--- config.mk ---
export PLATFORM = sky130hd
export DESIGN_NAME = expn_queue
export DESIGN_NICKNAME = d
export VERILOG_FILES = /design/src/hw/rtl/expn_pkg.sv /design/src/hw/rtl/expn_queue.sv
export VERILOG_INCLUDE_DIRS = /design/src /design/src/hw/rtl
export SDC_FILE = /design/constraint.sdc
export NUM_CORES = 1
export LEC_CHECK = 0
export ABC_AREA = 1
export BUFFER_PORTS_ARGS = -buffer_cell sky130_fd_sc_hd__buf_2
export CAP_MARGIN = 15
export CORE_AREA = 3 3 102 153
export CTS_CLUSTER_DIAMETER = 30
export DETAILED_ROUTE_END_ITERATION = 6
export DIE_AREA = 0 0 105 156
export SLEW_MARGIN = 20
export SYNTH_ARGS = -nofsm -noshare
export SYNTH_HDL_FRONTEND = slang
export SYNTH_SLANG_ARGS = --single-unit
--- constraint.sdc ---
create_clock -name clk -period 2.7 [get_ports clk]
set_clock_uncertainty 0.15 [all_clocks]
set_input_delay 0.27 -clock clk [delete_from_list [all_inputs] [get_ports clk]]
set_output_delay 0.27 -clock clk [all_outputs]
set_load 0.1 [all_outputs]
--- src/hw/rtl/exp_negative_f32_lut64_unit_macros.svh ---
// ----------------------------------------------------------------------------
// exp_negative_f32_lut64_unit_macros
// Assertion macros shared by the exp datapath modules.
// ----------------------------------------------------------------------------
`ifndef EXP_NEGATIVE_F32_LUT64_UNIT_MACROS_SVH
`define EXP_NEGATIVE_F32_LUT64_UNIT_MACROS_SVH

// Same-cycle implication, disabled during reset.
`define EXPN_ASSERT_IMPL(name, clk, rst, ante, cons) \
  name: assert property (@(posedge clk) disable iff (rst) (ante) |-> (cons)) \
    else $error("expn: same-cycle check failed");

// Next-cycle implication, disabled during reset.
`define EXPN_ASSERT_NEXT(name, clk, rst, ante, cons) \
  name: assert property (@(posedge clk) disable iff (rst) (ante) |=> (cons)) \
    else $error("expn: next-cycle check failed");

`endif

--- src/hw/rtl/expn_pkg.sv ---
// ----------------------------------------------------------------------------
// expn_pkg
// Constants, the exp2(k/64) table and binary32 multiply/add helpers.
// ----------------------------------------------------------------------------
package expn_pkg;

  typedef struct packed {
    logic [31:0] x;
    logic        last;
    logic        kill;
  } item_t;

  localparam logic [31:0] MAGIC_BIAS   = 32'h48400000;
  localparam logic [31:0] MAGIC_BIAS_N = 32'hC8400000;
  localparam logic [31:0] LOG2E        = 32'h3FB8AA3B;
  localparam logic [31:0] LN2_HI_N     = 32'hBF318000;
  localparam logic [31:0] LN2_LO       = 32'h395E8083;
  localparam logic [31:0] COEF_C2      = 32'h3EFFFF85;
  localparam logic [30:0] CUTOFF_MAG   = 31'h42AEAC4F;
  localparam logic [31:0] QNAN         = 32'h7FC00000;
  localparam logic [5:0]  INDEX_MASK   = 6'h3F;

  localparam logic [31:0] EXP2_TAB [64] = '{
    32'h3F800000, 32'h3F8164D2, 32'h3F82CD87, 32'h3F843A29,
    32'h3F85AAC3, 32'h3F871F62, 32'h3F88980F, 32'h3F8A14D5,
    32'h3F8B95C2, 32'h3F8D1ADF, 32'h3F8EA43A, 32'h3F9031DC,
    32'h3F91C3D3, 32'h3F935A2B, 32'h3F94F4F0, 32'h3F96942D,
    32'h3F9837F0, 32'h3F99E046, 32'h3F9B8D3A, 32'h3F9D3EDA,
    32'h3F9EF532, 32'h3FA0B051, 32'h3FA27043, 32'h3FA43516,
    32'h3FA5FED7, 32'h3FA7CD94, 32'h3FA9A15B, 32'h3FAB7A3A,
    32'h3FAD583F, 32'h3FAF3B79, 32'h3FB123F6, 32'h3FB311C4,
    32'h3FB504F3, 32'h3FB6FD92, 32'h3FB8FBAF, 32'h3FBAFF5B,
    32'h3FBD08A4, 32'h3FBF179A, 32'h3FC12C4D, 32'h3FC346CD,
    32'h3FC5672A, 32'h3FC78D75, 32'h3FC9B9BE, 32'h3FCBEC15,
    32'h3FCE248C, 32'h3FD06334, 32'h3FD2A81E, 32'h3FD4F35B,
    32'h3FD744FD, 32'h3FD99D16, 32'h3FDBFBB8, 32'h3FDE60F5,
    32'h3FE0CCDF, 32'h3FE33F89, 32'h3FE5B907, 32'h3FE8396A,
    32'h3FEAC0C7, 32'h3FED4F30, 32'h3FEFE4BA, 32'h3FF28177,
    32'h3FF5257D, 32'h3FF7D0DF, 32'h3FFA83B3, 32'h3FFD3E0C
  };

  function automatic logic fp_is_nan(input logic [31:0] a);
    return (a[30:23] == 8'hFF) && (a[22:0] != 23'd0);
  endfunction

  function automatic logic fp_is_inf(input logic [31:0] a);
    return (a[30:23] == 8'hFF) && (a[22:0] == 23'd0);
  endfunction

  function automatic logic fp_is_zero(input logic [31:0] a);
    return a[30:0] == 31'd0;
  endfunction

  // value = m * 2^e, round to nearest-even, subnormals kept
  function automatic logic [31:0] fp_round_pack(input logic sgn, input logic [50:0] m,
                                                input logic signed [11:0] e);
    logic [5:0]         lead;
    logic signed [11:0] sh;
    logic signed [11:0] alt;
    logic [5:0]         rs;
    logic [50:0]        q0;
    logic [50:0]        mask;
    logic [51:0]        me;
    logic               rbit;
    logic               sticky;
    logic [24:0]        q;
    logic signed [13:0] ep;
    logic [38:0]        tot;
    lead = '0;
    for (int i = 0; i < 51; i++) begin
      if (m[i]) lead = 6'(i);
    end
    sh  = $signed({6'b0, lead}) - 12'sd23;
    alt = -12'sd149 - e;
    if (alt > sh) sh = alt;
    me     = {1'b0, m};
    rbit   = 1'b0;
    sticky = 1'b0;
    mask   = '0;
    if (sh <= 12'sd0) begin
      rs = 6'(-sh);
      q0 = m << rs;
    end else begin
      rs     = (sh > 12'sd52) ? 6'd52 : 6'(sh);
      q0     = m >> rs;
      mask   = (51'(1) << (rs - 6'd1)) - 51'd1;
      rbit   = me[rs - 6'd1];
      sticky = |(m & mask);
    end
    q   = q0[24:0] + 25'(rbit & (sticky | q0[0]));
    ep  = 14'(e) + 14'(sh) + 14'sd149;
    tot = ({25'b0, ep} << 23) + {14'b0, q};
    if (tot >= 39'h7F800000) return {sgn, 31'h7F800000};
    return {sgn, tot[30:0]};
  endfunction

  function automatic logic [31:0] fp_mul(input logic [31:0] a, input logic [31:0] b);
    logic              sg;
    logic [7:0]        ea;
    logic [7:0]        eb;
    logic [23:0]       ma;
    logic [23:0]       mb;
    logic [47:0]       prod;
    sg = a[31] ^ b[31];
    if (fp_is_nan(a) || fp_is_nan(b)) return QNAN;
    if ((fp_is_inf(a) && fp_is_zero(b)) || (fp_is_inf(b) && fp_is_zero(a))) return QNAN;
    if (fp_is_inf(a) || fp_is_inf(b)) return {sg, 31'h7F800000};
    if (fp_is_zero(a) || fp_is_zero(b)) return {sg, 31'd0};
    ea   = (a[30:23] == 8'd0) ? 8'd1 : a[30:23];
    eb   = (b[30:23] == 8'd0) ? 8'd1 : b[30:23];
    ma   = {a[30:23] != 8'd0, a[22:0]};
    mb   = {b[30:23] != 8'd0, b[22:0]};
    prod = ma * mb;
    return fp_round_pack(sg, {3'b0, prod},
                         $signed({4'b0, ea}) + $signed({4'b0, eb}) - 12'sd300);
  endfunction

  function automatic logic [31:0] fp_add(input logic [31:0] a, input logic [31:0] b);
    logic [31:0] big;
    logic [31:0] sml;
    logic [7:0]  eg;
    logic [7:0]  es;
    logic [7:0]  d;
    logic [5:0]  ds;
    logic [49:0] sfull;
    logic [49:0] sm;
    logic        lost;
    logic [50:0] bigv;
    logic [50:0] smlv;
    logic [50:0] sum;
    logic        sg;
    if (fp_is_nan(a) || fp_is_nan(b)) return QNAN;
    if (fp_is_inf(a) && fp_is_inf(b) && (a[31] != b[31])) return QNAN;
    if (fp_is_inf(a)) return a;
    if (fp_is_inf(b)) return b;
    if (a[30:23] < b[30:23]) begin
      big = b;
      sml = a;
    end else begin
      big = a;
      sml = b;
    end
    eg    = (big[30:23] == 8'd0) ? 8'd1 : big[30:23];
    es    = (sml[30:23] == 8'd0) ? 8'd1 : sml[30:23];
    d     = eg - es;
    ds    = (d > 8'd50) ? 6'd50 : 6'(d);
    sfull = {sml[30:23] != 8'd0, sml[22:0], 26'b0};
    sm    = sfull >> ds;
    lost  = |(sfull & ((50'(1) << ds) - 50'd1));
    bigv  = {1'b0, big[30:23] != 8'd0, big[22:0], 26'b0};
    smlv  = {1'b0, sm[49:1], sm[0] | lost};
    if (big[31] == sml[31]) begin
      sum = bigv + smlv;
      sg  = big[31];
    end else if (bigv >= smlv) begin
      sum = bigv - smlv;
      sg  = big[31];
    end else begin
      sum = smlv - bigv;
      sg  = sml[31];
    end
    if (sum == 51'd0) return {a[31] & b[31], 31'd0};
    return fp_round_pack(sg, sum, $signed({4'b0, eg}) - 12'sd176);
  endfunction

endpackage

--- src/hw/rtl/expn_queue.sv ---
// ----------------------------------------------------------------------------
// expn_queue
// Small FIFO between the classifying front and the arithmetic back.
// ----------------------------------------------------------------------------
`include "exp_negative_f32_lut64_unit_macros.svh"
module expn_queue #(
  parameter int DEPTH = 4
) (
  input  logic            clk,
  input  logic            rst,
  input  logic            push,
  input  expn_pkg::item_t push_item,
  output logic            full,
  input  logic            pop,
  output logic            q_valid,
  output expn_pkg::item_t head
);
  import expn_pkg::*;

  localparam int PW = (DEPTH > 1) ? $clog2(DEPTH) : 1;
  localparam int CW = $clog2(DEPTH + 1);

  item_t         mem [DEPTH];
  logic [PW-1:0] wr_ptr;
  logic [PW-1:0] rd_ptr;
  logic [CW-1:0] count;

  assign full    = count == CW'(DEPTH);
  assign q_valid = count != '0;
  assign head    = mem[rd_ptr];

  always_ff @(posedge clk) begin
    if (rst) begin
      wr_ptr <= '0;
      rd_ptr <= '0;
      count  <= '0;
    end else begin
      if (push) begin
        wr_ptr <= (wr_ptr == PW'(DEPTH - 1)) ? '0 : wr_ptr + 1'b1;
      end
      if (pop) begin
        rd_ptr <= (rd_ptr == PW'(DEPTH - 1)) ? '0 : rd_ptr + 1'b1;
      end
      if (push && !pop) begin
        count <= count + 1'b1;
      end else if (pop && !push) begin
        count <= count - 1'b1;
      end
    end
  end

  always_ff @(posedge clk) begin
    if (push) begin
      mem[wr_ptr] <= push_item;
    end
  end

  `EXPN_ASSERT_IMPL(a_count_bound, clk, rst, 1'b1, count <= CW'(DEPTH))
  `EXPN_ASSERT_NEXT(a_count_grow, clk, rst, push && !pop, count == $past(count) + 1'b1)
endmodule

## Yosys cells after proc, flatten, opt, wreduce, memory -nomap -nowiden

Memory sizes are Yosys's and may differ from the RTL's. A register that Yosys moved wholly into a read port is not among the register bits.
Index checks and enable logic that the tools add are counted.

- $lt $le $gt $ge: 0
- Shifts and indexed selects: 0
- Multipliers: 0
- Multiplexer cells: 8
- Reduce and logical (&&, ||, !) cells: 6
- Bitwise operators: 0
- Div/mod/pow operators: 0
- Equality and inequality tests: 3
- Add/subtract/negate cells: 4

Operators with widths:

| cell | number |
|---|---|
| two-way mux 2 bit | 4 |
| two-way mux 3 bit | 2 |
| adder 2 x 1 -> 2 bit (second input constant) | 2 |
| equality test 2 bit (second input constant) | 2 |
| adder 3 x 1 -> 3 bit (second input constant) | 1 |
| equality test 3 bit (second input constant) | 1 |
| nonzero test 3 bit | 1 |
| subtractor 3 x 1 -> 3 bit (second input constant) | 1 |
| logical AND 1 bit | 2 |
| logical NOT 1 bit | 2 |
| two-way mux 1 bit | 2 |
| nonzero test 2 bit | 1 |

- Memory bits (read-only): 0
- Output and inout port bits: 36
- Bits in writable memories: 136
- Memories: 1
- Bits in latches: 0
- Input bits: 38
- Register bits after elaboration: 7

Memory list:

| name | depth | bits a word | read ports | clocked after Yosys merged registers in | write ports | RTL line | source |
|---|---|---|---|---|---|---|---|
| mem | 4 | 34 | 1 | 1 | 1 | expn_queue.sv:23 | `item_t mem [DEPTH];` |

## Depth between registers and ports, before layout

Gate-level depths: netlist of the first run.

- Depth in word-level cells: 4
- Gate-level depth with buffers: 10
- Mapped depth without buffers: 10

## Worst setup path after synthesis of the first run

No wires, ideal clock.

- Kind: flip-flop to output port
- Start point: reg count[0]
- End point: out full
- Data required time: 2.280 ns
- Stages on the path, launching flop included: 2
- Arrival time: 2.418 ns
- Path slack: -0.138 ns
- Cells stage by stage: dfxtp_1 > nor3_1

- Cells in the longest elaborated chain, start to end: 1

RTL lines:

| item | RTL line | source |
|---|---|---|
| start, declared | expn_queue.sv:26 | `logic [CW-1:0] count;` |
| start signal, assigned | expn_queue.sv:45 | `count <= count + 1'b1;` |
| start signal, assigned | expn_queue.sv:47 | `count <= count - 1'b1;` |
| equality test 3 bit | expn_queue.sv:28 | `assign full = count == CW'(DEPTH);` |
| end, declared | expn_queue.sv:13 | `output logic full,` |

Every way passes these cells.

==> metrics.txt, run 1 <==
share of layout cells above drive strength 1=30.64%; Reg2Reg Depth=5; Die Ht=156 um; Power Total=6.230 mW; Gate Count Post-Synth=389; drt pass-1 iters=4; Pwr Density=857.1 nW/um2; status=finished clean; core area=14460 um2; Sinks on Clock Net=145; Routed Antenna Nets=0; die width=105 um; slew margin rel.=55.39%; total gr overflow=0; latest clock arrival within the worst-skew pair=400 ps; CTS Buf Count=17; TNS Setup=0 ps; DRC viols=0; worst slack, placed=500.6 ps; Vias=3448; Sequential Area=4265 um2; Buf+Inv Stages, Crit Path=2; Die Area=16380 um2; CTS tree=built; Worst Max-Slew Pin Slew=665.0 ps; Clock Tree Root=clkbuf_16; Area contributors post-synth=edfxtp_1 72%, o21ai_0 5.8%, o22ai_2 4.4%; Max Cap Viol=0; initial drt markers=204; #FFs+latches synth=145; htree depth=4; commonest non-fill, non-tap cell in the layout=edfxtp_1; multi-input logic area=1216 um2; mapped cell area=5708 um2; crit-path max cell delay=580 ps; largest net degree at the start of global routing=69; Final Core Density=50.27%; R2R Path Start=wr_ptr[1]; HP Start=pop; Pins Over Slew Limit=0; CP max-delay cell=dfxtp_2; Boundary Pins=74; Final HPWL DP=7.060 mm; FF-to-FF End=mem[1][2]; Rows=54; # port buffers=73; global-route wire length before repair=18.13 mm; setup ws final=154.8 ps; sequential area share after synthesis=74.70%; Post-Syn Area per Cell=14.67 um2; Ys Warns=0; Synth top area share=71.55%; Synth-to-Final Area Change=27.33%; Initial Utilization=39.48%; family with the most delay on the worst path=buffers and inverters; most frequent cells in the layout=136 x edfxtp_1, 72 x buf_2, 66 x o21ai_0, 57 x nor2_1, 35 x dlygate4sd3_1; drt total wl=11.55 mm; worst hold slack=25.78 ps; Routability Congestion=0.7054; CP Max Fanout=24; initial antenna violation count=0; Req. time, crit path=2280 ps; Max clock buf depth=2; Post-CTS Setup Inserts=0; # diodes=0; minimum clock period=2545 ps; Mapped Nets=434; worst min path class=in2reg; crit path cell chain=buf_4, o21ai_0, o22ai_2, buf_2; endpoints failing hold=0; flop2flop setup slack=700 ps; Via density=4.822; Peak VDD IR=0.4350 mV; Startpoint Class=flop; final setup vio count=0; post-synth cell types=24; final period utilization=94.26%; CP endpoint kind=output pin; RSZ-0062 raised after global routing=no; area leader, netlist=edfxtp_1; GR Util All Layers=14.47%; CTS clk-pin slew, worst paths=60 ps; CP Class=reg2out; leakage power=2.621 nW; routed len/inst=16.15 um; Fillers=1292; vias in the first global route=3536; Peak Freq=392.9 MHz; # nets final=552; Crit path arrival time=2130 ps; WHS Path Cells=3
## power by group
part           total [mW]  switching, mW  internal, mW
sequential           2.60         0.0379          2.57
combinational        1.14          0.908         0.227
clock                2.49          0.855          1.64
total                6.23           1.80          4.43
## layout make-up
cell class,count,area share [%]
sequential,145,58.68
multi-input combinational,207,16.73
timing repair buffer,120,11.46
clock buffer,18,5.905
tap,196,3.374
clock inverter,13,2.909
inverter,16,0.9296
## sequential cells by signal, summed over array words and instances (netlist names), named ones only
signal	count
wr_ptr	2
mem	136
rd_ptr	2
count	3
## logic make-up (layout without fill, tap and decap cells)
group,Yosys count,after routing,share of synthesized area (%)
flip-flops,145,145,74.70
AO/OA/AOI/OAI,108,108,12.41
AND/OR/NAND/NOR,91,91,6.992
buffers and inverters,37,167,4.077
adder cells (fa/ha/maj),7,7,1.666
XOR/XNOR,1,1,0.1535
## cell usage after synthesis
library cell	instances
edfxtp_1	136
o21ai_0	66
nor2_1	57
nor2_2	20
o22ai_2	20
inv_1	14
o22ai_1	14
buf_2	12
dfxtp_1	9
nand2_1	9
ha_1	6
o21ai_1	5
a21oi_1	3
buf_12	3
nor3_1	3
buf_4	2
buf_6	2
clkbuf_2	2
fa_1	1
inv_2	1
inv_6	1
nand3_1	1
nand4_1	1
xor2_1	1
## per-layer routing
metal / vias to the layer above / wire [um] / GRT usage [%]
li1: 1669 / - / -
met4: 0 / 57 / 5.378
met3: 2 / 535 / 4.224
met1: 1696 / 4707 / 17.51
met5: - / 0 / 0
met2: 81 / 6248 / 24.58
## what timing repair did
| action | CTS | global route |
|---|---|---|
| gates resized for setup | 0 | 2 |
| setup endpoints to repair | 0 | 10 |
| hold buffers | 35 | 0 |
| hold endpoints to repair | 140 | 0 |
## how the worst max path moves through the flow
stage,startpoint,endpoint,slack (ps),cells after the start
floorplan,flop,head[19],100,5
global placement,flop,head[19],550,4
detailed placement,flop,head[33],500,4
CTS,flop,head[33],50,4
global route,flop,head[30],5,4
finish,flop,head[23],150,4
## stage by stage
step / instances / area (um2)
2_1_floorplan: 389 / 5713
3_3_place_gp: 649 / 6272
3_5_place_dp: 649 / 6272
4_1_cts: 715 / 7263
5_1_grt: 715 / 7268
6_report: 715 / 7268
## worst register-to-register path: cells and delay by family, from the launching register on
family,cells,cell delay [ps]
and+or+nand+nor,1,70
adders and majority gates,1,180
DFF,1,350
buffers and inverters,3,980
(Power assumes the default switching activity.)
==> run 2: changes to the inputs <==
- ABC_AREA: 1 -> unset
- CORE_AREA: 3 3 102 153 -> 3 3 99 149
- DIE_AREA: 0 0 105 156 -> 0 0 102 152
==> metrics.txt, run 2 <==
status=finished clean; Synth Area in Adders=1.762%; total gr overflow=0; Clock Tree Root=clkbuf_16; Fillers=1106; Sequential Area=4267 um2; Final HPWL DP=5.944 mm; latest clock arrival within the worst-skew pair=410 ps; CTS clk-pin slew, worst paths=60 ps; CP Max Fanout=21; htree depth=4; crit-path max cell delay=630 ps; top-count cell post-synth=edfxtp_1; Metal-1 WL=3.780 mm; Synth-to-Final Area Change=28.24%; minimum clock period=2476 ps; sequential area share after synthesis=79.02%; GR Util All Layers=13.54%; Crit path arrival time=2060 ps; vias in the first global route=2872; crit path cell chain=buf_4, mux4_1, buf_2; Routability Congestion=0.6558; main flop type after synthesis=edfxtp_1; Die Area=15500 um2; post-synth cell types=19; final setup vio count=0; CP endpoint kind=output pin; fin area=6920 um2; post-synthesis mux area share=15.21%; FFs w/ async S/R, synth=0%; routed length on met2=5.288 mm; Post-Synth Simple-Gate Area=1.461%; Max clock buf depth=2; multi-input logic area=1037 um2; commonest non-fill, non-tap cell in the layout=edfxtp_1; #FFs+latches synth=145; Pwr Density=850.0 nW/um2; largest family of logic cells by synthesized area=multiplexers; max reg flops=136; global-route wire length before repair=15.37 mm; mapped cell area=5396 um2; CP Class=reg2out; area leader, netlist=edfxtp_1; Gate Count Post-Synth=222; Peak Freq=403.9 MHz; Peak VDD IR=0.3920 mV; final period utilization=91.70%; die width=102 um; Die Ht=152 um; biggest regs=mem: 136 flops, count: 3 flops; Post-Syn Area per Cell=24.31 um2; Power Total=5.882 mW; Biggest register=mem; core area=13530 um2; Buf+Inv Stages, Crit Path=2; CTS Buf Count=17; TNS Setup=0 ps; Sinks on Clock Net=145; share of layout cells above drive strength 1=40.56%; Cells after DPL=455; most frequent cells in the layout=136 x edfxtp_1, 73 x buf_2, 35 x dlygate4sd3_1, 30 x mux4_2, 17 x clkbuf_16; # nets final=392; Startpoint Class=flop; worst hold slack=52.98 ps; Final Core Density=51.14%; Switching Fraction=28.84%; RSZ-0062 raised after global routing=no; top post-synthesis cells by count=136 x edfxtp_1, 30 x mux4_2, 9 x dfxtp_1; Boundary Pins=74; endpoints failing hold=0; Pins Over Slew Limit=0; Mapped Nets=267; Initial Utilization=39.88%; worst min path class=in2reg; largest net degree at the start of global routing=35; DRC viols=0; Synth Area in Compound Gates=0.2782%; leakage power=2.424 nW; initial antenna violation count=0; initial drt markers=80; Area contributors post-synth=edfxtp_1 76%, mux4_2 13%, dfxtp_1 3.3%; worst slack, placed=614.8 ps; slew margin rel.=36.48%; fin cells=522; drt total wl=9.601 mm; highest routed layer=met4; CP max-delay cell=mux4_1; CTS tree=built; Synth Area in XOR/XNOR=0.3246%; Rows=52; Via density=4.918; internal power=4.186 mW; Worst Max-Slew Pin Slew=952.8 ps; Ys Warns=0; EDFF count, synth=136; combinational share of power=16.8%; Routed Antenna Nets=0; Vias=2567; Max Cap Viol=0; Synth top area share=75.68%; clock share of power=38.8%; # port buffers=73; setup ws final=224.0 ps; Seq pwr share=44.4%; family with the most delay on the worst path=buffers and inverters; sw power=1.697 mW; routed len/inst=18.39 um; Req. time, crit path=2280 ps; post-cts repair resize count=0; drt pass-1 iters=4; # diodes=0; routed wire length on met3=366 um; Placement Cell Area=5982 um2
-- run 2: worst paths after layout --
check	from	to	slack, ps	cells after the start
worst max-delay path	flop	head[25]	220	3
worst min-delay path	pop	flop	50	3
worst max register to register	wr_ptr[0]	mem[2][31]	810	3
worst min register to register	count[2]	count[2]	350	2
-- run 2: routing by layer --
layer	global-route usage [%]	vias to the layer above
met5	0	-
met4	5.941	0
met3	3.899	14
met2	22.57	45
met1	16.09	1321
li1	-	1187
-- run 2: tightest hold or removal path, stage by stage --
cell and delay (ps):
buf_2 120, mux2i_1 80, nor2_1 100
-- run 2: cells by family after synthesis --
group,after synthesis
buffers and inverters,12
xor gates and xnor gates,2
adders and majority gates,7
AOI/OAI and AO/OA,3
and+or+nand+nor,15
muxes,38
DFF,145
-- run 2: area by class of cell --
| cell class | count | share of cell area, % |
|---|---|---|
| Sequential cell | 145 | 61.65 |
| Inverter | 4 | 0.2170 |
| Timing Repair Buffer | 114 | 11.72 |
| Clock inverter | 14 | 2.296 |
| Tap cell | 162 | 2.929 |
| Multi-Input combinational cell | 65 | 14.99 |
| Clock buffer | 18 | 6.201 |
-- run 2: what timing repair did --
item,CTS,global route
hold buffers,35,0
endpoints found under the hold margin,145,0
setup buffers,0,0
-- run 2: power groups by stage --
stage / clock, mW / sequential, mW / combinational, mW
2_1_floorplan: 0 / 2.64 / 0.799
5_1_grt: 2.43 / 2.62 / 1.04
4_1_cts: 2.33 / 2.61 / 1.01
3_5_place_dp: 0 / 2.66 / 0.965
3_3_place_gp: 0 / 2.65 / 0.958
6_report: 2.28 / 2.61 / 0.990
