===== config.mk =====
export PLATFORM = sky130hd
export DESIGN_NAME = expn_front_flat
export DESIGN_NICKNAME = d
export VERILOG_FILES = /design/src/hw/rtl/exp_negative_f32_lut64_unit_macros.svh /design/src/hw/rtl/expn_pkg.sv /design/src/hw/rtl/expn_in_if.sv /design/src/hw/rtl/expn_front.sv /design/src/flat_wrapper.sv
export SDC_FILE = /design/constraint.sdc
export NUM_CORES = 1
export LEC_CHECK = 0
export BUFFER_PORTS_ARGS = -buffer_cell sky130_fd_sc_hd__buf_2
export CORE_UTILIZATION = 46
export DETAILED_ROUTE_END_ITERATION = 10
export PLACE_DENSITY = 0.88
export SYNTH_ARGS = -nofsm -noshare
export SYNTH_HDL_FRONTEND = slang
export SYNTH_SLANG_ARGS = --single-unit

===== constraint.sdc =====
create_clock -name clk -period 4.6 [get_ports clk]
set_input_delay 0.92 -clock clk [delete_from_list [all_inputs] [get_ports clk]]
set_output_delay 0.92 -clock clk [all_outputs]
set_load 0.05 [all_outputs]

===== src/hw/rtl/exp_negative_f32_lut64_unit_macros.svh =====
// ----------------------------------------------------------------------------
// exp_negative_f32_lut64_unit_macros
// Assertion macros shared by the exp datapath modules.
// ----------------------------------------------------------------------------
`ifndef EXP_NEGATIVE_F32_LUT64_UNIT_MACROS_SVH
`define EXP_NEGATIVE_F32_LUT64_UNIT_MACROS_SVH

// Same-cycle implication, disabled during reset.
`define EXPN_ASSERT_IMPL(name, clk, rst, ante, cons) \
  name: assert property (@(posedge clk) disable iff (rst) (ante) |-> (cons)) \
    else $error("expn: same-cycle check failed");

// Next-cycle implication, disabled during reset.
`define EXPN_ASSERT_NEXT(name, clk, rst, ante, cons) \
  name: assert property (@(posedge clk) disable iff (rst) (ante) |=> (cons)) \
    else $error("expn: next-cycle check failed");

`endif


===== src/hw/rtl/expn_pkg.sv =====
// ----------------------------------------------------------------------------
// expn_pkg
// Constants, the exp2(k/64) table and binary32 multiply/add helpers.
// ----------------------------------------------------------------------------
package expn_pkg;

  typedef struct packed {
    logic [31:0] x;
    logic        last;
    logic        kill;
  } item_t;

  localparam logic [31:0] MAGIC_BIAS   = 32'h48400000;
  localparam logic [31:0] MAGIC_BIAS_N = 32'hC8400000;
  localparam logic [31:0] LOG2E        = 32'h3FB8AA3B;
  localparam logic [31:0] LN2_HI_N     = 32'hBF318000;
  localparam logic [31:0] LN2_LO       = 32'h395E8083;
  localparam logic [31:0] COEF_C2      = 32'h3EFFFF85;
  localparam logic [30:0] CUTOFF_MAG   = 31'h42AEAC4F;
  localparam logic [31:0] QNAN         = 32'h7FC00000;
  localparam logic [5:0]  INDEX_MASK   = 6'h3F;

  localparam logic [31:0] EXP2_TAB [64] = '{
    32'h3F800000, 32'h3F8164D2, 32'h3F82CD87, 32'h3F843A29,
    32'h3F85AAC3, 32'h3F871F62, 32'h3F88980F, 32'h3F8A14D5,
    32'h3F8B95C2, 32'h3F8D1ADF, 32'h3F8EA43A, 32'h3F9031DC,
    32'h3F91C3D3, 32'h3F935A2B, 32'h3F94F4F0, 32'h3F96942D,
    32'h3F9837F0, 32'h3F99E046, 32'h3F9B8D3A, 32'h3F9D3EDA,
    32'h3F9EF532, 32'h3FA0B051, 32'h3FA27043, 32'h3FA43516,
    32'h3FA5FED7, 32'h3FA7CD94, 32'h3FA9A15B, 32'h3FAB7A3A,
    32'h3FAD583F, 32'h3FAF3B79, 32'h3FB123F6, 32'h3FB311C4,
    32'h3FB504F3, 32'h3FB6FD92, 32'h3FB8FBAF, 32'h3FBAFF5B,
    32'h3FBD08A4, 32'h3FBF179A, 32'h3FC12C4D, 32'h3FC346CD,
    32'h3FC5672A, 32'h3FC78D75, 32'h3FC9B9BE, 32'h3FCBEC15,
    32'h3FCE248C, 32'h3FD06334, 32'h3FD2A81E, 32'h3FD4F35B,
    32'h3FD744FD, 32'h3FD99D16, 32'h3FDBFBB8, 32'h3FDE60F5,
    32'h3FE0CCDF, 32'h3FE33F89, 32'h3FE5B907, 32'h3FE8396A,
    32'h3FEAC0C7, 32'h3FED4F30, 32'h3FEFE4BA, 32'h3FF28177,
    32'h3FF5257D, 32'h3FF7D0DF, 32'h3FFA83B3, 32'h3FFD3E0C
  };

  function automatic logic fp_is_nan(input logic [31:0] a);
    return (a[30:23] == 8'hFF) && (a[22:0] != 23'd0);
  endfunction

  function automatic logic fp_is_inf(input logic [31:0] a);
    return (a[30:23] == 8'hFF) && (a[22:0] == 23'd0);
  endfunction

  function automatic logic fp_is_zero(input logic [31:0] a);
    return a[30:0] == 31'd0;
  endfunction

  // value = m * 2^e, round to nearest-even, subnormals kept
  function automatic logic [31:0] fp_round_pack(input logic sgn, input logic [50:0] m,
                                                input logic signed [11:0] e);
    logic [5:0]         lead;
    logic signed [11:0] sh;
    logic signed [11:0] alt;
    logic [5:0]         rs;
    logic [50:0]        q0;
    logic [50:0]        mask;
    logic [51:0]        me;
    logic               rbit;
    logic               sticky;
    logic [24:0]        q;
    logic signed [13:0] ep;
    logic [38:0]        tot;
    lead = '0;
    for (int i = 0; i < 51; i++) begin
      if (m[i]) lead = 6'(i);
    end
    sh  = $signed({6'b0, lead}) - 12'sd23;
    alt = -12'sd149 - e;
    if (alt > sh) sh = alt;
    me     = {1'b0, m};
    rbit   = 1'b0;
    sticky = 1'b0;
    mask   = '0;
    if (sh <= 12'sd0) begin
      rs = 6'(-sh);
      q0 = m << rs;
    end else begin
      rs     = (sh > 12'sd52) ? 6'd52 : 6'(sh);
      q0     = m >> rs;
      mask   = (51'(1) << (rs - 6'd1)) - 51'd1;
      rbit   = me[rs - 6'd1];
      sticky = |(m & mask);
    end
    q   = q0[24:0] + 25'(rbit & (sticky | q0[0]));
    ep  = 14'(e) + 14'(sh) + 14'sd149;
    tot = ({25'b0, ep} << 23) + {14'b0, q};
    if (tot >= 39'h7F800000) return {sgn, 31'h7F800000};
    return {sgn, tot[30:0]};
  endfunction

  function automatic logic [31:0] fp_mul(input logic [31:0] a, input logic [31:0] b);
    logic              sg;
    logic [7:0]        ea;
    logic [7:0]        eb;
    logic [23:0]       ma;
    logic [23:0]       mb;
    logic [47:0]       prod;
    sg = a[31] ^ b[31];
    if (fp_is_nan(a) || fp_is_nan(b)) return QNAN;
    if ((fp_is_inf(a) && fp_is_zero(b)) || (fp_is_inf(b) && fp_is_zero(a))) return QNAN;
    if (fp_is_inf(a) || fp_is_inf(b)) return {sg, 31'h7F800000};
    if (fp_is_zero(a) || fp_is_zero(b)) return {sg, 31'd0};
    ea   = (a[30:23] == 8'd0) ? 8'd1 : a[30:23];
    eb   = (b[30:23] == 8'd0) ? 8'd1 : b[30:23];
    ma   = {a[30:23] != 8'd0, a[22:0]};
    mb   = {b[30:23] != 8'd0, b[22:0]};
    prod = ma * mb;
    return fp_round_pack(sg, {3'b0, prod},
                         $signed({4'b0, ea}) + $signed({4'b0, eb}) - 12'sd300);
  endfunction

  function automatic logic [31:0] fp_add(input logic [31:0] a, input logic [31:0] b);
    logic [31:0] big;
    logic [31:0] sml;
    logic [7:0]  eg;
    logic [7:0]  es;
    logic [7:0]  d;
    logic [5:0]  ds;
    logic [49:0] sfull;
    logic [49:0] sm;
    logic        lost;
    logic [50:0] bigv;
    logic [50:0] smlv;
    logic [50:0] sum;
    logic        sg;
    if (fp_is_nan(a) || fp_is_nan(b)) return QNAN;
    if (fp_is_inf(a) && fp_is_inf(b) && (a[31] != b[31])) return QNAN;
    if (fp_is_inf(a)) return a;
    if (fp_is_inf(b)) return b;
    if (a[30:23] < b[30:23]) begin
      big = b;
      sml = a;
    end else begin
      big = a;
      sml = b;
    end
    eg    = (big[30:23] == 8'd0) ? 8'd1 : big[30:23];
    es    = (sml[30:23] == 8'd0) ? 8'd1 : sml[30:23];
    d     = eg - es;
    ds    = (d > 8'd50) ? 6'd50 : 6'(d);
    sfull = {sml[30:23] != 8'd0, sml[22:0], 26'b0};
    sm    = sfull >> ds;
    lost  = |(sfull & ((50'(1) << ds) - 50'd1));
    bigv  = {1'b0, big[30:23] != 8'd0, big[22:0], 26'b0};
    smlv  = {1'b0, sm[49:1], sm[0] | lost};
    if (big[31] == sml[31]) begin
      sum = bigv + smlv;
      sg  = big[31];
    end else if (bigv >= smlv) begin
      sum = bigv - smlv;
      sg  = big[31];
    end else begin
      sum = smlv - bigv;
      sg  = sml[31];
    end
    if (sum == 51'd0) return {a[31] & b[31], 31'd0};
    return fp_round_pack(sg, sum, $signed({4'b0, eg}) - 12'sd176);
  endfunction

endpackage


===== src/hw/rtl/expn_in_if.sv =====
// ----------------------------------------------------------------------------
// expn_in_if
// Operand stream: one binary32 pattern and a batch-end flag per beat.
// ----------------------------------------------------------------------------
interface expn_in_if;
  logic        valid;
  logic        ready;
  logic [31:0] x_bits;
  logic        end_of_batch;

  modport source (output valid, output x_bits, output end_of_batch, input ready);
  modport sink (input valid, input x_bits, input end_of_batch, output ready);
endinterface


===== src/hw/rtl/expn_front.sv =====
// ----------------------------------------------------------------------------
// expn_front
// Accept operands and flag those below the underflow cutoff.
// ----------------------------------------------------------------------------
module expn_front (
  input  logic            clk,
  input  logic            rst,
  expn_in_if.sink         operand,
  input  logic            q_full,
  output logic            push,
  output expn_pkg::item_t push_item
);
  import expn_pkg::*;

  logic  held;
  item_t item;
  logic  below;

  // negative, not NaN, magnitude past the cutoff
  assign below = operand.x_bits[31] && (operand.x_bits[30:0] > CUTOFF_MAG) &&
                 !fp_is_nan(operand.x_bits);

  assign operand.ready = !held || !q_full;
  assign push          = held && !q_full;
  assign push_item     = item;

  always_ff @(posedge clk) begin
    if (rst) begin
      held <= 1'b0;
    end else if (operand.valid && operand.ready) begin
      held <= 1'b1;
    end else if (push) begin
      held <= 1'b0;
    end
  end

  always_ff @(posedge clk) begin
    if (operand.valid && operand.ready) begin
      item.x    <= operand.x_bits;
      item.last <= operand.end_of_batch;
      item.kill <= below;
    end
  end
endmodule


===== src/flat_wrapper.sv =====
// flat-port wrapper written by rule: the top's interface ports become plain ports
module expn_front_flat import expn_pkg::*;
  (clk, rst, q_full, push, push_item, operand_valid, operand_x_bits, operand_end_of_batch, operand_ready);
  expn_in_if operand_i ();
  input  logic clk;
  input  logic rst;
  input  logic q_full;
  output logic push;
  output expn_pkg::item_t push_item;
  input wire logic [$bits(operand_i.valid)-1:0] operand_valid;
  input wire logic [$bits(operand_i.x_bits)-1:0] operand_x_bits;
  input wire logic [$bits(operand_i.end_of_batch)-1:0] operand_end_of_batch;
  output wire logic [$bits(operand_i.ready)-1:0] operand_ready;
  assign operand_i.valid = operand_valid;
  assign operand_i.x_bits = operand_x_bits;
  assign operand_i.end_of_batch = operand_end_of_batch;
  assign operand_ready = operand_i.ready;
  expn_front u_core (.clk(clk), .rst(rst), .operand(operand_i), .q_full(q_full), .push(push), .push_item(push_item));
endmodule

# ---- After elaboration in Yosys (flattened, before gate mapping)
# Index checks and enable logic that the tools add are counted.
dict set report totals {
  wordCells 19
  register_bits 35
  in_bits 37
  output_inout_bits 36
}
dict set report op_classes {
  mux 2
  reduce_logical 11
  magnitude_cmp 1
  n_eq_ne 1
}
# op n
set op_table {}
lappend op_table {{> comparator 31 bit (second input constant)} 1}
lappend op_table {{nonzero test 23 bit} 1}
lappend op_table {{equality test 8 bit (second input constant)} 1}
lappend op_table {{logical AND 1 bit} 5}
lappend op_table {{zero test 1 bit} 3}
lappend op_table {{two-way mux 1 bit} 2}
lappend op_table {{nonzero test 2 bit} 1}
lappend op_table {{logical OR 1 bit} 1}

# ---- Longest topological paths before layout
# Gate-level depths: netlist of the first run.
dict set report depth {
  depth_word 4
  ltp_mapped 5
  mapped_depth_nobuf 5
}

# ---- Worst setup path after synthesis of the first run
# OpenSTA, ideal clock, no wires.
dict set report synth_timing {
  path_kind {input port to flip-flop}
  start {in operand_x_bits[29]}
  end {reg u_core.item, in the netlist u_core.push_item[0], data pin}
  required_time_ns 4.343
  path_buffers 0
  setup_time_ns 0.257
  stages 5
  setup_slack_ns 1.522
  arrival_time_ns 2.821
  cell_sequence {or4_4 or4b_4 or4_1 or2_0 o2111a_1}
}
dict set report synth_between {
  elab_chain_len 4
}
# element line_no
set synth_lines {}
lappend synth_lines {{start, declared} flat_wrapper.sv:11} ;# input wire logic [$bits(operand_i.x_bits)-1:0] operand_x_bits;
lappend synth_lines {{parallel branches: the longest is 3 deep, another holds > comparator 31 bit} -}
lappend synth_lines {{logical AND 1 bit *} expn_front.sv:20} ;# assign below = operand.x_bits[31] && (operand.x_bits[30:0] > CUTOFF_MAG) &&
lappend synth_lines {{via u_core.below} expn_front.sv:17} ;# logic below;
lappend synth_lines {{end, declared} expn_front.sv:16} ;# item_t item;
# Mark *: on every way through the listed nets, which the timed path passes.
# A chain may end at the register's enable or synchronous reset.

# ---- Worst setup path after layout of the first run
# Ends and elaborated chain as after synthesis.

==> results of run 1 <==
## cell type report
| class | instances | area [um^2] | area share, % |
|---|---|---|---|
| Clock buffer | 6 | 41.3 | 2.37 |
| Inverter | 1 | 3.75 | 0.216 |
| Timing Repair Buffer | 73 | 368 | 21.1 |
| Multi-Input combinational cell | 39 | 243 | 13.9 |
| Tap cell | 30 | 37.5 | 2.16 |
| Sequential cell | 35 | 1040 | 59.8 |
| Clock inverter | 2 | 7.51 | 0.431 |
## worst register-to-register path, delay by kind of cell, from the launching register on
kind / cells / cell delay (ps)
and+or+nand+nor: 2 / 710
DFF: 1 / 330
buffers and inverters: 1 / 370
## kinds of logic after synthesis
kind of cell | count (synthesis)
flops | 35
simple gates | 30
compound gates | 9
buf+inv | 1
## placed cells by master (no fill, tap or decap)
| cell type | Yosys | final |
|---|---|---|
| nor4_1 | 3 | 3 |
| a31oi_1 | 1 | 1 |
| clkinv_1 | 0 | 2 |
| or2_0 | 1 | 1 |
| a21oi_1 | 4 | 4 |
| a41o_1 | 1 | 1 |
| nor3_1 | 5 | 5 |
| inv_1 | 1 | 1 |
| or4b_4 | 1 | 1 |
| nand4_1 | 3 | 3 |
| or4_1 | 1 | 1 |
| nor2_1 | 1 | 1 |
| buf_4 | 0 | 1 |
| clkbuf_1 | 0 | 1 |
| o2111a_1 | 1 | 1 |
| or3_1 | 2 | 2 |
| clkbuf_4 | 0 | 5 |
| nor2b_1 | 1 | 1 |
| or4_4 | 1 | 1 |
| nand3_1 | 3 | 3 |
| buf_2 | 0 | 72 |
| and4_1 | 1 | 1 |
| edfxtp_1 | 34 | 34 |
| nand2_1 | 5 | 5 |
| o22ai_1 | 1 | 1 |
| and2_1 | 1 | 1 |
| dfxtp_1 | 1 | 1 |
| o31ai_1 | 1 | 1 |
| or3b_1 | 1 | 1 |
## registers in the layout (all words and copies together), names as in the netlist
signal	cells
u_core.push_item	34
u_core.held	1
## per-layer routing
layer	global-route usage (%)	share of wire, %
met5	0	0
met4	10.4	3.1
met3	6.28	10
met2	35.9	51
met1	23.1	36
## worst min-delay path by stage
| stage | from | end | slack [ps] | cells past startpoint |
|---|---|---|---|---|
| after floorplan | u_core.held | u_core.held | 470 | 2 |
| after global placement | u_core.held | u_core.held | 480 | 2 |
| after detailed placement | u_core.held | u_core.held | 530 | 2 |
| after CTS | u_core.held | u_core.held | 550 | 2 |
| after global routing | u_core.held | u_core.held | 570 | 2 |
| final | u_core.held | u_core.held | 540 | 2 |
## per-stage QoR
stage / utilization [%] / setup WS (ps)
floorplan: - / 1520
global route: 67.8 / 1620
finish: 67.8 / 1620
CTS: 67.8 / 1660
detailed placement: 65.9 / 1310
global placement: 65.9 / 1380
## power breakdown
| part | switching, mW | internal [mW] |
|---|---|---|
| Combinational | 0.0945 | 0.0281 |
| Clock | 0.0896 | 0.0566 |
| Sequential | 0.00446 | 0.372 |
| Total | 0.189 | 0.456 |
==> summary.txt, run 1 <==
Global route
  • Global-route usage over all layers: 20.8%
  • First-pass GRT wire length: 4.11 mm
  • Vias in the first global route: 955
  • Antenna violations before repair: 0
  • Grt ovf: 0
  • Maximum number of pins on one net before global-route repair: 19

Die
  • Num rows: 18
  • Die width: 54.9 um
  • Starting Density: 50.1%
  • Die height: 54.9 um
  • Top Ports: 73
  • Total Die Area: 3010 um^2
  • Core Region: 2570 um^2

Clock network
  • H-tree depth: 2
  • Setup Buffers After CTS: 0
  • Clock Latency Late Sink: 320 ps
  • Num Clock Sinks: 35
  • CTS buffer count: 5
  • Reg clk slew, reported paths: 90 ps
  • Hold Buf Count CTS: 0
  • # resized after CTS: 0
  • Clock Tree Buf Depth: 2
  • CTS tree: done
  • Root Buffer: clkbuf_4

Timing
  • Setup TNS: 0 ps
  • Time the worst path needs with I/O delays and setup: 2980 ps
  • Slew headroom: 47.9%
  • Hold_ws: 542 ps
  • Final setup vio count: 0
  • RSZ-0062 raised after global routing: no
  • Fin Clk Skew: 10.7 ps
  • Fin. max-slew vios: 0
  • Worst Tran Pin Value: 782 ps
  • Final Cycle Share: 64.8%
  • Fmax: 0.336 GHz
  • Hold Vio Cnt, Final: 0

Finish
  • Share of layout cells above drive strength 1: 51.3%
  • Filler Cell Count: 199
  • Non-Filler Instances: 186
  • Antenna diode count: 0
  • Final instance area: 1740 um^2
  • Layout area overhead: 35.3%
  • Fin nets: 192

Setup path
  • Crit-path cells: buf_2, or4_4, or4b_4, or4_1, or2_0, o2111a_1
  • WP buf/inv: 1
  • Crit path DAT: 3060 ps
  • Critical path's slowest cell: or4_1
  • Worst R2R Start: u_core.held
  • CP delay by family, top: simple AND/OR/NAND/NOR gates
  • Reg2Reg Setup Slack: 2880 ps
  • Reg2Reg Depth: 3
  • Startpoint Class: primary input
  • WP depth: 6
  • Crit Reg-Reg Endpoint: u_core.push_item[6]
  • Critical Path End: u_core.push_item[0]
  • CP required: 4680 ps
  • CP max stage delay: 570 ps
  • Worst Setup Path Type: primary input to register
  • Setup crit start: operand_x_bits[29]
  • Setup crit end kind: register
  • Largest fanout on the critical path: 3

Synth
  • Synth Area in XOR/XNOR: 0%
  • Synth area leader: edfxtp_1
  • Synth area leaders: edfxtp_1 (79%), nor3_1 (1.9%), a21oi_1 (1.6%)
  • Register area share after synthesis: 80.9%
  • Mapped Cells: 75
  • Synth top area share: 79.3%
  • Post-synthesis async set-or-reset flop share: 0%
  • Predominant post-synthesis flop cell: edfxtp_1
  • Seq cells post-synth: 35
  • Top-count cell post-synth: edfxtp_1
  • Post-synthesis mux area share: 0%
  • Ys Warns: 0
  • Number of synthesized flops with an enable pin: 34
  • Compound-Gate Fraction of Synth Area: 4.76%
  • Mapped Nets: 112
  • Combinational family with the most area after synthesis: simple AND/OR/NAND/NOR gates
  • Post-Synth Simple-Gate Area: 14.1%
  • Post-Syn Area per Cell: 17.2 um^2
  • Adder-Cell Fraction of Synth Area: 0%
  • Top cells by count, synth: edfxtp_1 (34), nand2_1 (5), nor3_1 (5)
  • Yosys cell types: 24
  • Synthesized cell area: 1290 um^2

Placement
  • Port bufs: 72
  • Cell Area, Placed: 1690 um^2
  • Dpl cells: 178
  • HPWL Detailed: 2.34 mm
  • GPL Wtd Cong: 0.795

Drt
  • Drt via density: 5.54
  • Remaining DRCs: 0
  • DR WL/cell: 15.8 um
  • Antenna Nets Post-Route: 0
  • Initial DRC count: 25
  • Drt pass-1 iters: 4
  • Final wirelength: 2.94 mm
  • DR vias: 1030

Power and ir drop
  • Leak: 0.715 nW
  • Power Dens Cells: 370 nW/um^2
  • Max VDD drop: 310 uV
  • Total power draw: 645 uW

Status
  • Status: finished, final reports clean

Flow run
  • Max_cap viols: 0

Worst hold path
  • Worst hold path class: register to register
No activity file was read; power rests on OpenSTA's default activity.
==> run 2: changes to the inputs <==
Settings changed: CORE_UTILIZATION 46 to 43, PLACE_DENSITY 0.88 to 0.83.
Clock period 4.6 ns to 2.9 ns, I/O delays scaled along.
==> run 2 against run 1 <==
Against the previous run:
- clock power is 61% higher
- the run now ends with design-rule violations left
- utilization is 5.7 points lower
- worst hold slack worse by 140 ps
- die area is 6.7% higher
- first-iteration DRC count is 88% higher
- sequential power is 59% higher
- critical endpoint unchanged
- clock skew is 1.2 ps lower
- setup slack worse by 1300 ps
- register-to-register slack worse by 1400 ps
- wire length is 9.3% lower
==> summary.txt, run 2 (synthesis results as in run 1) <==
Setup path
  • Setup crit end kind: register (unchanged)
  • Startpoint Class: primary input (unchanged)
  • Worst Setup Path Type: primary input to register (unchanged)
  • Reg2Reg Setup Slack: 1490 ps (was 2880 ps)
  • Largest fanout on the critical path: 3 (unchanged)
  • Crit path DAT: 2670 ps (was 3060 ps)
  • CP required: 2980 ps (was 4680 ps)

Global route
  • Vias in the first global route: 931 (was 955)
  • Antenna violations before repair: 0 (unchanged)
  • Global-route usage over all layers: 18.2% (was 20.8%)
  • Maximum number of pins on one net before global-route repair: 30 (was 19)
  • First-pass GRT wire length: 4.26 mm (was 4.11 mm)
  • Grt ovf: 0 (unchanged)

Placement
  • Port bufs: 72 (unchanged)
  • DP Worst Slack: -28.0 ps (was 1310 ps)
  • GPL Wtd Cong: 0.806 (was 0.795)
  • HPWL Detailed: 2.03 mm (was 2.34 mm)

Drt
  • DR WL/cell: 14.3 um (was 15.8 um)
  • Drt pass-1 iters: 7 (was 4)
  • Initial DRC count: 47 (was 25)
  • Final wirelength: 2.67 mm (was 2.94 mm)
  • DR vias: 990 (was 1030)
  • Drt via density: 5.29 (was 5.54)
  • Antenna Nets Post-Route: 0 (unchanged)
  • Remaining DRCs: 14 (was 0)

Status
  • Failing checks: design-rule violations
  • Status: finished with violations (was finished, final reports clean)

Timing
  • Hold Vio Cnt, Final: 0 (unchanged)
  • Time the worst path needs with I/O delays and setup: 2590 ps
  • Fin. max-slew vios: 0 (unchanged)
  • Final Cycle Share: 89.3%
  • Fin Clk Skew: 9.56 ps (was 10.7 ps)
  • Slew headroom: 74.7% (was 47.9%)
  • Final setup vio count: 0 (unchanged)
  • Setup TNS: 0 ps (unchanged)
  • Fmax: 0.386 GHz
  • Worst Tran Pin Value: 379 ps (was 782 ps)
  • RSZ-0062 raised after global routing: no (unchanged)
  • Worst setup margin: 311 ps (was 1620 ps)

Clock network
  • Reg clk slew, reported paths: 90 ps (about the same)
  • # resized after CTS: 0 (unchanged)
  • H-tree depth: 2 (unchanged)
  • Hold Buf Count CTS: 0 (unchanged)
  • Setup Buffers After CTS: 0 (unchanged)
  • CTS buffer count: 5 (unchanged)
  • Root Buffer: clkbuf_4 (unchanged)
  • Clock Latency Late Sink: 330 ps (was 320 ps)
  • CTS tree: done (unchanged)
  • Clock Tree Buf Depth: 2 (unchanged)
  • Num Clock Sinks: 35 (unchanged)

Die
  • Die height: 56.7 um (was 54.9 um)
  • Total Die Area: 3220 um^2 (was 3010 um^2)
  • Starting Density: 45.9% (was 50.1%)
  • Top Ports: 73 (unchanged)
  • Num rows: 19 (was 18)
  • Core Region: 2810 um^2 (was 2570 um^2)
  • Die width: 56.7 um (was 54.9 um)

Finish
  • Area of the multi-input gates: 243 um^2 (unchanged)
  • Share of layout cells above drive strength 1: 51.3% (unchanged)
  • Register area: 1040 um^2 (unchanged)
  • Layout area overhead: 35.4% (was 35.3%)
  • Largest register FFs: 34 (unchanged)
  • Filler Cell Count: 219 (was 199)
  • Most frequent cells in the layout: buf_2 (72), edfxtp_1 (34), nand2_1 (5), nor3_1 (5), clkbuf_4 (5) (unchanged)
  • Commonest non-fill, non-tap cell in the layout: buf_2 (unchanged)
  • Antenna diode count: 0 (unchanged)
  • Fin nets: 192 (unchanged)

Power and ir drop
  • Leak: 0.715 nW (unchanged)
  • Max VDD drop: 270 uV (was 310 uV)
  • Power Dens Cells: 588 nW/um^2 (was 370 nW/um^2)

Worst hold path
  • Worst hold path class: primary input to register (was register to register)

Flow run
  • Max_cap viols: 0 (unchanged)
-- run 2: cell counts in the layout (fill, tap and decap cells not counted) --
Identical to the previous run, type by type.
-- run 2: worst paths after layout --
path,start,endpoint,cells past startpoint
max,operand_x_bits[29],u_core.push_item[0],6
min,rst,u_core.held,2
max reg2reg,u_core.held,u_core.push_item[7],3
min reg2reg,u_core.held,u_core.held,2
-- run 2: metrics by stage --
step | power, mW | cell area, um^2 | util, % | hold slack [ps] | std cells
after global placement | 0.796 | 1690 | 60.4 | 477 | 179
final | 1.02 | 1740 | 62.1 | 399 | 187
after CTS | 1.03 | 1740 | 62.1 | 387 | 187
after detailed placement | 0.801 | 1690 | 60.4 | 511 | 179
after global routing | 1.06 | 1740 | 62.1 | 384 | 187
after floorplan | 0.733 | 1290 | - | 465 | 75
-- run 2: cell type report --
cell class,count,share of cell area [%]
Multi-Input combinational cell,39,13.9
Tap cell,31,2.23
Inverter,1,0.215
Clock inverter,2,0.431
Clock buffer,6,2.37
Timing Repair Buffer,73,21.1
Sequential cell,35,59.7
-- run 2: power by group --
group          internal [mW]  leakage, nW  switching, mW  total, mW
Clock                 0.0897       0.0273          0.146      0.235
Combinational         0.0446        0.350          0.149      0.194
Sequential             0.589        0.338        0.00662      0.596
Total                  0.723        0.715          0.301       1.02
-- run 2: worst max-delay path, cell delays in order --
cell and delay (ps):
buf_2 110, or4_4 530, or4b_4 530, or4_1 550, or2_0 240, o2111a_1 130
-- run 2: metal layers --
| layer | global-route usage (%) | part of all wire, % | wire (um) | vias up |
|---|---|---|---|---|
| li1 | - | - | - | 468 |
| met1 | 22.9 | 43 | 1150 | 462 |
| met2 | 28.2 | 46 | 1230 | 55 |
| met3 | 4.61 | 9.0 | 240 | 5 |
| met4 | 10.7 | 1.6 | 43 | 0 |
| met5 | 0 | 0 | 0 | - |
